### src/hw/rtl/sscl_pkg.sv
// Shared constants, types and command/status structs for the slab size-class lookup.
package sscl_pkg;

    // Table geometry and sizing rules.
    localparam int CLASS_COUNT       = 64;
    localparam int MAX_ITEM_BYTES    = 1048576;
    localparam int FIRST_CHUNK_BYTES = 96;
    localparam int CHUNK_ALIGN       = 8;

    // Field and datapath widths.
    localparam int CLASS_W  = 6;
    localparam int ITEM_W   = 22;
    localparam int CHUNK_W  = 21;
    localparam int FACTOR_W = 19;
    localparam int FRAC_W   = 16;
    localparam int SIZE_W   = 24;
    localparam int PROD_W   = SIZE_W + FACTOR_W;

    // Configuration port.
    localparam int ADDR_W = 3;
    localparam int DATA_W = 32;
    localparam logic REG_GROWTH_FACTOR = 1'b0;
    localparam logic [FACTOR_W-1:0] FACTOR_RESET = FACTOR_W'(81920);

    // Build stops once size times factor passes the maximum chunk in Q27.16.
    localparam logic [PROD_W-1:0] PROD_LIMIT = PROD_W'(64'(MAX_ITEM_BYTES) << FRAC_W);

    typedef enum logic [2:0] {
        ST_IDLE,
        ST_B_INIT,
        ST_B_MUL,
        ST_B_CHK,
        ST_B_MUL2,
        ST_B_NEXT,
        ST_LK_CMP,
        ST_PUSH
    } sscl_state_t;

    typedef struct packed {
        logic size_init;
        logic prod_load;
        logic size_align;
        logic size_shift;
        logic idx_init;
        logic idx_inc;
        logic tbl_wr;
        logic tbl_wr_max;
        logic last_load;
        logic item_load;
        logic rd_en;
        logic rd_next;
        logic res_hit;
        logic res_miss;
        logic out_load;
    } sscl_cmd_t;

    typedef struct packed {
        logic prod_over;
        logic idx_top;
        logic item_in_zero;
        logic hit;
        logic idx_last;
        logic out_free;
    } sscl_status_t;

endpackage

### src/hw/rtl/slab_size_class_lookup_core.sv
// Top level of the slab size-class lookup: config register, controller and datapath.
//
//  Channel   Handshake                     Payload
//  config    psel/penable/pwrite, pready   paddr, pwdata, prdata (growth_factor_q16)
//  input     in_valid / in_ready           item_bytes
//  output    out_valid / out_ready         class_id, chunk_bytes, largest_class
//
// A request of size zero goes straight to the push state; one that ends at class k is
// compared with classes 1 to k in turn through the single read port of the chunk table,
// which the search walks one class a cycle. After reset, and after every factor write once
// the controller has passed through idle, the table is rebuilt: each class through B_MUL,
// B_CHK, B_MUL2 and B_NEXT, the last through B_MUL and B_CHK (the shared size multiplier
// is used twice per class). No request is taken then. A result waits in the output register
// while the next request is accepted; the search holds its result until that register is free.
module slab_size_class_lookup_core import sscl_pkg::*; (
    input  logic                clk,
    input  logic                rst_n,
    input  logic                psel,
    input  logic                penable,
    input  logic                pwrite,
    input  logic [ADDR_W-1:0]   paddr,
    input  logic [DATA_W-1:0]   pwdata,
    output logic [DATA_W-1:0]   prdata,
    output logic                pready,
    input  logic                in_valid,
    output logic                in_ready,
    input  logic [ITEM_W-1:0]   item_bytes,
    output logic                out_valid,
    input  logic                out_ready,
    output logic [CLASS_W-1:0]  class_id,
    output logic [CHUNK_W-1:0]  chunk_bytes,
    output logic [CLASS_W-1:0]  largest_class
);

    logic [FACTOR_W-1:0] factor_reg;
    logic                cfg_wr;
    sscl_cmd_t           cmd;
    sscl_status_t        status;

    // Factor register write decode.
    assign cfg_wr = psel && penable && pwrite && (paddr[2] == REG_GROWTH_FACTOR);
    assign pready = 1'b1;
    assign prdata = (paddr[2] == REG_GROWTH_FACTOR) ? DATA_W'(factor_reg) : '0;

    always_ff @(posedge clk or negedge rst_n)
    begin
        if (!rst_n)
            factor_reg <= FACTOR_RESET;
        else if (cfg_wr)
            factor_reg <= pwdata[FACTOR_W-1:0];
    end

    sscl_ctrl u_ctrl (
        .clk      (clk),
        .rst_n    (rst_n),
        .cfg_wr   (cfg_wr),
        .in_valid (in_valid),
        .status   (status),
        .in_ready (in_ready),
        .cmd      (cmd)
    );

    sscl_dpath u_dpath (
        .clk           (clk),
        .rst_n         (rst_n),
        .cmd           (cmd),
        .factor        (factor_reg),
        .item_bytes    (item_bytes),
        .out_ready     (out_ready),
        .status        (status),
        .out_valid     (out_valid),
        .class_id      (class_id),
        .chunk_bytes   (chunk_bytes),
        .largest_class (largest_class)
    );

    // A found class never lies past the last built class and always has a nonzero chunk.
    a_class_in_range: assert property (@(posedge clk) disable iff (!rst_n)
        out_valid && class_id != '0 |-> class_id <= largest_class && chunk_bytes != '0)
        else $error("class beyond largest class or empty chunk");

    // A failed lookup reports a zero chunk.
    a_miss_zero: assert property (@(posedge clk) disable iff (!rst_n)
        out_valid && class_id == '0 |-> chunk_bytes == '0)
        else $error("failed lookup with nonzero chunk");

    // A factor write blocks new requests until the rebuild has run.
    a_cfg_blocks: assert property (@(posedge clk) disable iff (!rst_n)
        cfg_wr |=> !in_ready)
        else $error("request accepted right after factor write");

    // The table always has at least one class.
    a_largest_nonzero: assert property (@(posedge clk) disable iff (!rst_n)
        out_valid |-> largest_class != '0)
        else $error("largest class is zero");

endmodule

### src/hw/rtl/sscl_dpath.sv
// Datapath: size multiplier, chunk table memory, search compare and output register.
module sscl_dpath import sscl_pkg::*; (
    input  logic                clk,
    input  logic                rst_n,
    input  sscl_cmd_t           cmd,
    input  logic [FACTOR_W-1:0] factor,
    input  logic [ITEM_W-1:0]   item_bytes,
    input  logic                out_ready,
    output sscl_status_t        status,
    output logic                out_valid,
    output logic [CLASS_W-1:0]  class_id,
    output logic [CHUNK_W-1:0]  chunk_bytes,
    output logic [CLASS_W-1:0]  largest_class
);

    logic [SIZE_W-1:0]  size_reg;
    logic [PROD_W-1:0]  prod_reg;
    logic [CLASS_W-1:0] idx_reg;
    logic [CLASS_W-1:0] last_reg;
    logic [ITEM_W-1:0]  item_reg;
    logic [CHUNK_W-1:0] rd_data_reg;
    logic [CLASS_W-1:0] res_class_reg;
    logic [CHUNK_W-1:0] res_chunk_reg;
    logic               out_valid_reg;
    logic [CLASS_W-1:0] out_class_reg;
    logic [CHUNK_W-1:0] out_chunk_reg;
    logic [CLASS_W-1:0] out_largest_reg;
    logic [CHUNK_W-1:0] tbl_mem [CLASS_COUNT];

    logic [SIZE_W-1:0]  size_aligned;
    logic [CHUNK_W-1:0] tbl_wdata;
    logic [CLASS_W-1:0] rd_addr;

    // Round the candidate size up to the chunk alignment.
    assign size_aligned = (size_reg + SIZE_W'(CHUNK_ALIGN - 1)) & ~SIZE_W'(CHUNK_ALIGN - 1);
    assign tbl_wdata    = cmd.tbl_wr_max ? CHUNK_W'(MAX_ITEM_BYTES) : size_aligned[CHUNK_W-1:0];
    assign rd_addr      = cmd.rd_next ? idx_reg + CLASS_W'(1) : CLASS_W'(1);

    // Build registers: candidate size, product with the factor, class index; also the request size.
    always_ff @(posedge clk)
    begin
        if (cmd.size_init)
            size_reg <= SIZE_W'(FIRST_CHUNK_BYTES);
        else if (cmd.size_align)
            size_reg <= size_aligned;
        else if (cmd.size_shift)
            size_reg <= prod_reg[FRAC_W +: SIZE_W];

        if (cmd.prod_load)
            prod_reg <= PROD_W'(size_reg) * PROD_W'(factor);

        if (cmd.idx_init)
            idx_reg <= CLASS_W'(1);
        else if (cmd.idx_inc)
            idx_reg <= idx_reg + CLASS_W'(1);

        if (cmd.item_load)
            item_reg <= item_bytes;
    end

    // The last class index survives until the next rebuild.
    always_ff @(posedge clk or negedge rst_n)
    begin
        if (!rst_n)
            last_reg <= CLASS_W'(1);
        else if (cmd.last_load)
            last_reg <= idx_reg;
    end

    // Chunk table: one write port for the build, one registered read port for the search.
    always_ff @(posedge clk)
    begin
        if (cmd.tbl_wr)
            tbl_mem[idx_reg] <= tbl_wdata;
        if (cmd.rd_en)
            rd_data_reg <= tbl_mem[rd_addr];
    end

    // Pending result of the current request.
    always_ff @(posedge clk)
    begin
        if (cmd.res_hit)
        begin
            res_class_reg <= idx_reg;
            res_chunk_reg <= rd_data_reg;
        end
        else if (cmd.res_miss)
        begin
            res_class_reg <= '0;
            res_chunk_reg <= '0;
        end
    end

    // Output register with its valid flag.
    always_ff @(posedge clk or negedge rst_n)
    begin
        if (!rst_n)
            out_valid_reg <= 1'b0;
        else if (cmd.out_load)
            out_valid_reg <= 1'b1;
        else if (out_ready)
            out_valid_reg <= 1'b0;
    end

    always_ff @(posedge clk)
    begin
        if (cmd.out_load)
        begin
            out_class_reg   <= res_class_reg;
            out_chunk_reg   <= res_chunk_reg;
            out_largest_reg <= last_reg;
        end
    end

    // Status back to the controller.
    assign status.prod_over    = prod_reg > PROD_LIMIT;
    assign status.idx_top      = idx_reg == CLASS_W'(CLASS_COUNT - 1);
    assign status.item_in_zero = item_bytes == '0;
    assign status.hit          = item_reg <= ITEM_W'(rd_data_reg);
    assign status.idx_last     = idx_reg == last_reg;
    assign status.out_free     = !out_valid_reg || out_ready;

    assign out_valid     = out_valid_reg;
    assign class_id      = out_class_reg;
    assign chunk_bytes   = out_chunk_reg;
    assign largest_class = out_largest_reg;

endmodule

### src/hw/rtl/sscl_ctrl.sv
// Controller: sequences the table build and the class search for each request.
module sscl_ctrl import sscl_pkg::*; (
    input  logic         clk,
    input  logic         rst_n,
    input  logic         cfg_wr,
    input  logic         in_valid,
    input  sscl_status_t status,
    output logic         in_ready,
    output sscl_cmd_t    cmd
);

    sscl_state_t state_reg;
    sscl_state_t state_next;
    logic        pend_reg;
    logic        pend_next;

    // State register and pending-rebuild flag; reset starts a build.
    always_ff @(posedge clk or negedge rst_n)
    begin
        if (!rst_n)
        begin
            state_reg <= ST_B_INIT;
            pend_reg  <= 1'b0;
        end
        else
        begin
            state_reg <= state_next;
            pend_reg  <= pend_next;
        end
    end

    // Next state and commands.
    always_comb
    begin
        state_next = state_reg;
        pend_next  = pend_reg | cfg_wr;
        cmd        = '0;
        in_ready   = 1'b0;
        unique case (state_reg)
            ST_IDLE:
            begin
                if (pend_reg)
                    state_next = ST_B_INIT;
                else
                begin
                    in_ready = !cfg_wr;
                    if (in_valid && !cfg_wr)
                    begin
                        cmd.item_load = 1'b1;
                        if (status.item_in_zero)
                        begin
                            cmd.res_miss = 1'b1;
                            state_next   = ST_PUSH;
                        end
                        else
                        begin
                            cmd.idx_init = 1'b1;
                            cmd.rd_en    = 1'b1;
                            state_next   = ST_LK_CMP;
                        end
                    end
                end
            end
            ST_B_INIT:
            begin
                pend_next     = cfg_wr;
                cmd.size_init = 1'b1;
                cmd.idx_init  = 1'b1;
                state_next    = ST_B_MUL;
            end
            ST_B_MUL:
            begin
                cmd.prod_load = 1'b1;
                state_next    = ST_B_CHK;
            end
            ST_B_CHK:
            begin
                cmd.tbl_wr = 1'b1;
                if (status.idx_top || status.prod_over)
                begin
                    // Last class holds the maximum chunk.
                    cmd.tbl_wr_max = 1'b1;
                    cmd.last_load  = 1'b1;
                    state_next     = ST_IDLE;
                end
                else
                begin
                    cmd.size_align = 1'b1;
                    state_next     = ST_B_MUL2;
                end
            end
            ST_B_MUL2:
            begin
                cmd.prod_load = 1'b1;
                state_next    = ST_B_NEXT;
            end
            ST_B_NEXT:
            begin
                cmd.size_shift = 1'b1;
                cmd.idx_inc    = 1'b1;
                state_next     = ST_B_MUL;
            end
            ST_LK_CMP:
            begin
                if (status.hit)
                begin
                    cmd.res_hit = 1'b1;
                    state_next  = ST_PUSH;
                end
                else if (status.idx_last)
                begin
                    cmd.res_miss = 1'b1;
                    state_next   = ST_PUSH;
                end
                else
                begin
                    // Move on to the next class and read its entry for the next compare.
                    cmd.idx_inc = 1'b1;
                    cmd.rd_en   = 1'b1;
                    cmd.rd_next = 1'b1;
                end
            end
            ST_PUSH:
            begin
                if (status.out_free)
                begin
                    cmd.out_load = 1'b1;
                    state_next   = ST_IDLE;
                end
            end
            default:
            begin
                state_next = ST_IDLE;
            end
        endcase
    end

endmodule

### config.mk
export PLATFORM = sky130hd
export DESIGN_NAME = slab_size_class_lookup_core
export DESIGN_NICKNAME = d
export VERILOG_FILES = /design/src/hw/rtl/sscl_pkg.sv /design/src/hw/rtl/slab_size_class_lookup_core.sv /design/src/hw/rtl/sscl_dpath.sv /design/src/hw/rtl/sscl_ctrl.sv
export SDC_FILE = /design/constraint.sdc
export NUM_CORES = 2
export LEC_CHECK = 0
export ABC_CLOCK_PERIOD_IN_PS = 7640
export BUFFER_PORTS_ARGS = -buffer_cell sky130_fd_sc_hd__buf_4
export CORE_ASPECT_RATIO = 1.5
export CORE_MARGIN = 2
export CORE_UTILIZATION = 45
export DETAILED_ROUTE_END_ITERATION = 10
export GPL_TIMING_DRIVEN = 0
export PLACE_DENSITY = 0.69
export SLEW_MARGIN = 20
export SYNTH_ARGS = -nofsm -noshare
export SYNTH_HDL_FRONTEND = slang
export SYNTH_SLANG_ARGS = --single-unit
### constraint.sdc
create_clock -name clk -period 7.64 [get_ports clk]
set_input_delay 0.382 -clock clk [delete_from_list [all_inputs] [get_ports clk]]
set_output_delay 0.382 -clock clk [all_outputs]
set_load 0.01 [all_outputs]
==> summary.md <==
| Metric | Value |
|---|---|
| Post-synthesis sequential area ratio | `58.30%` |
| FFs w/ async S/R, synth | `2.224%` |
| Max reg flops | `1152` |
| Critical Path Fanout Max | `10` |
| R2r endpoint | `u_dpath.prod_reg[34]` |
| Mapped Area | `68720 um^2` |
| Syn-to-layout area delta | `15.92%` |
| Total track usage | `33.92%` |
| Worst-margin pin slew | `1340 ps` |
| Port Buffers | `99` |
| WL final | `262.0 mm` |
| Ys Warns | `0` |
| CP endpoint kind | `flip-flop` |
| Initial core utilization | `45.36%` |
| Hold wc startpoint | `out_ready` |
| Hold Vio Cnt, Final | `0` |
| Worst min path class | `input pin to flip-flop` |
| Largest net degree at the start of global routing | `44` |
| Grt total ovfl | `0` |
| Fin crit period | `7527 ps` |
| Area leader, netlist | `edfxtp_1` |
| Worst Hold Depth | `3` |
| First-pass GRT wire length | `357.2 mm` |
| Fmax | `132.8 MHz` |
| Utilization after layout | `52.58%` |
| Status | `finished, final reports clean` |
| Chip Height | `482.6 um` |
| Critical Path RT | `8230 ps` |
| Clk slew on worst S/H paths | `60 ps` |
| Setup TNS | `0 ps` |
| CP Launch Type | `flip-flop` |
| H-tree depth | `4` |
| Unrepaired setup endpoints after global routing | `no` |
| Nets | `6064` |
| RR Startpoint | `u_dpath.size_reg[5]` |
| Arrival @ worst endpoint | `8120 ps` |
| CTS Buf Count | `135` |
| Critical path class | `flip-flop to flip-flop` |
| Row cnt | `175` |
| Synth Register Bits | `1349` |
| DRC Markers | `0` |
| Worst-case reg-to-reg path depth | `23` |
| Final Max Tran Viols | `0` |
| Via/cell ratio | `6.072` |
| Fillers | `12730` |
| HPWL after DPL | `195.4 mm` |
| Tcrit/Tclk final | `98.53%` |
| Clk buf depth | `3` |
| Endpoints failing setup | `0` |
| WHS Endpoint | `u_dpath.out_valid` |
| Mapped Cells | `5092` |
| Die width | `323.1 um` |
| Synth Flop Type | `edfxtp_1` |
| Clk Latency, worst-skew pair | `820 ps` |
| Initial DRC count | `5844` |
| Synth top area cells | `edfxtp_1 56%, fa_1 11%, nand2_1 3.3%` |
| Post-synth top cells | `1289 x edfxtp_1, 597 x nand2_1, 517 x inv_1` |
| Fraction of layout cells with a size suffix above 1 | `16.11%` |
| Final ANT Viol Nets | `0` |
| Relative slew slack | `10.68%` |
| CTS tree | `done` |
| DRT Pass-1 Iters | `6` |
| Synth top area share | `56.32%` |
| Placer Congestion | `1.072` |
| WL per Instance | `34.35 um` |
| I/O pin cnt | `132` |
| Root Buffer | `clkbuf_16` |
| Core region area | `151500 um^2` |
| Clock skew | `34.81 ps` |
| Vias in the first global route | `46040` |
| Routed via count | `46320` |
| Die area | `155900 um^2` |
| Post-synth EDFFs | `1289` |
| MaxCap Viol Count | `0` |
| R2R Setup Slk | `110 ps` |
| Antenna violations before repair | `12` |
| Count leader, synth | `edfxtp_1` |
| CTS sink count | `1349` |
| Avg Inst Size Synth | `13.50 um^2` |
| Count of cell types in the netlist | `88` |
layout by cell type, fill, tap and decap left out, drive strengths merged, types with 29 or more instances in the layout:
| master | synthesis | layout |
|---|---|---|
| ha | 152 | 152 |
| o22ai | 33 | 33 |
| a211oi | 45 | 45 |
| o221ai | 29 | 29 |
| mux2 | 77 | 77 |
| buf | 140 | 359 |
| clkbuf | 168 | 298 |
| nor3 | 29 | 29 |
| mux2i | 207 | 207 |
| fa | 373 | 373 |
| nor2 | 178 | 178 |
| nand3 | 107 | 107 |
| nand2 | 599 | 599 |
| xnor2 | 42 | 42 |
| o21ai | 127 | 127 |
| mux4 | 82 | 82 |
| and2 | 237 | 237 |
| and3 | 52 | 52 |
| a31oi | 43 | 43 |
| dfxtp | 30 | 30 |
| dlygate4sd3 | 0 | 43 |
| a21oi | 132 | 132 |
| clkinv | 0 | 56 |
| inv | 517 | 524 |
| nor2b | 39 | 39 |
| edfxtp | 1289 | 1289 |
stage by stage:
step / std cells / setup slack, ps / area (um^2) / hold WS (ps)
6_report: 7629 / 112.5 / 79660 / 84.31
5_1_grt: 7620 / 12.59 / 79640 / 88.46
4_1_cts: 7613 / 1.027 / 79400 / 29.30
3_5_place_dp: 7321 / -1024 / 74270 / 370.7
3_3_place_gp: 7241 / -2954 / 72070 / 366.6
2_1_floorplan: 5107 / 649.8 / 68780 / 86.41
final cells by class:
type | count | area (um^2) | share of cell area [%]
flip-flops and latches | 1349 | 40090 | 50.33
diodes | 9 | 22.52 | 0.02827
plain buffers | 303 | 1638 | 2.056
clock inverters | 86 | 957.2 | 1.202
well taps | 2035 | 2546 | 3.196
clock buffers | 161 | 3550 | 4.456
inverters | 517 | 1941 | 2.436
repair buffers | 236 | 2830 | 3.553
multi-input cells | 2933 | 26090 | 32.74
kinds of logic after synthesis:
| family | synth area share, % |
|---|---|
| AO/OA/AOI/OAI | 6.043 |
| XOR/XNOR | 0.8666 |
| AND/OR/NAND/NOR | 9.302 |
| other | 0.01093 |
| adder cells (fa/ha/maj) | 13.63 |
| buffers and inverters | 4.883 |
| multiplexers | 6.964 |
| flip-flops | 58.30 |
worst max-delay path, cell delays in order (launching register included):
cell,delay [ps]
dfxtp_1,370
clkbuf_2,360
and2_1,270
fa_1,550
inv_1,60
fa_1,530
inv_1,50
fa_1,530
fa_1,460
fa_1,510
inv_1,60
fa_1,480
inv_1,50
ha_1,350
and4_1,230
a21oi_2,160
nor2_1,70
a2111o_1,400
a221o_1,480
a41oi_4,350
a21oi_1,110
a211o_1,300
and4_1,230
a2111oi_2,330
per-layer routing:
metal / vias up / GRT usage, % / share of wire (%)
met5: - / 0 / 0.0099
met4: 4 / 32.36 / 12
met3: 965 / 7.045 / 8.6
met2: 2927 / 55.71 / 48
met1: 23550 / 36.33 / 32
li1: 18880 / - / -
how the worst max path moves through the flow:
| stage | slack (ps) | startpoint | end |
|---|---|---|---|
| CTS | 1 | u_dpath.size_reg[8] | u_dpath.prod_reg[34] |
| global route | 10 | u_dpath.size_reg[4] | u_dpath.prod_reg[34] |
| global placement | -2950 | u_dpath.prod_reg[5] | u_dpath.tbl_mem[11][3] |
| detailed placement | -1020 | u_dpath.size_reg[12] | u_dpath.prod_reg[34] |
| finish | 110 | u_dpath.size_reg[5] | u_dpath.prod_reg[34] |
| floorplan | 650 | u_dpath.size_reg[12] | u_dpath.prod_reg[34] |
repair_timing:
action / CTS / global route
pin swaps: 2 / 3
setup endpoints to repair: 18 / 6
hold endpoints to repair: 72 / 0
gates resized for setup: 94 / 110
hold buffers: 43 / 0
buffers inserted: 4 / 9
gates cloned: 0 / 0
Power is not shown: default switching activity piles up to over one toggle a cycle in this logic, so the estimate is an artifact.
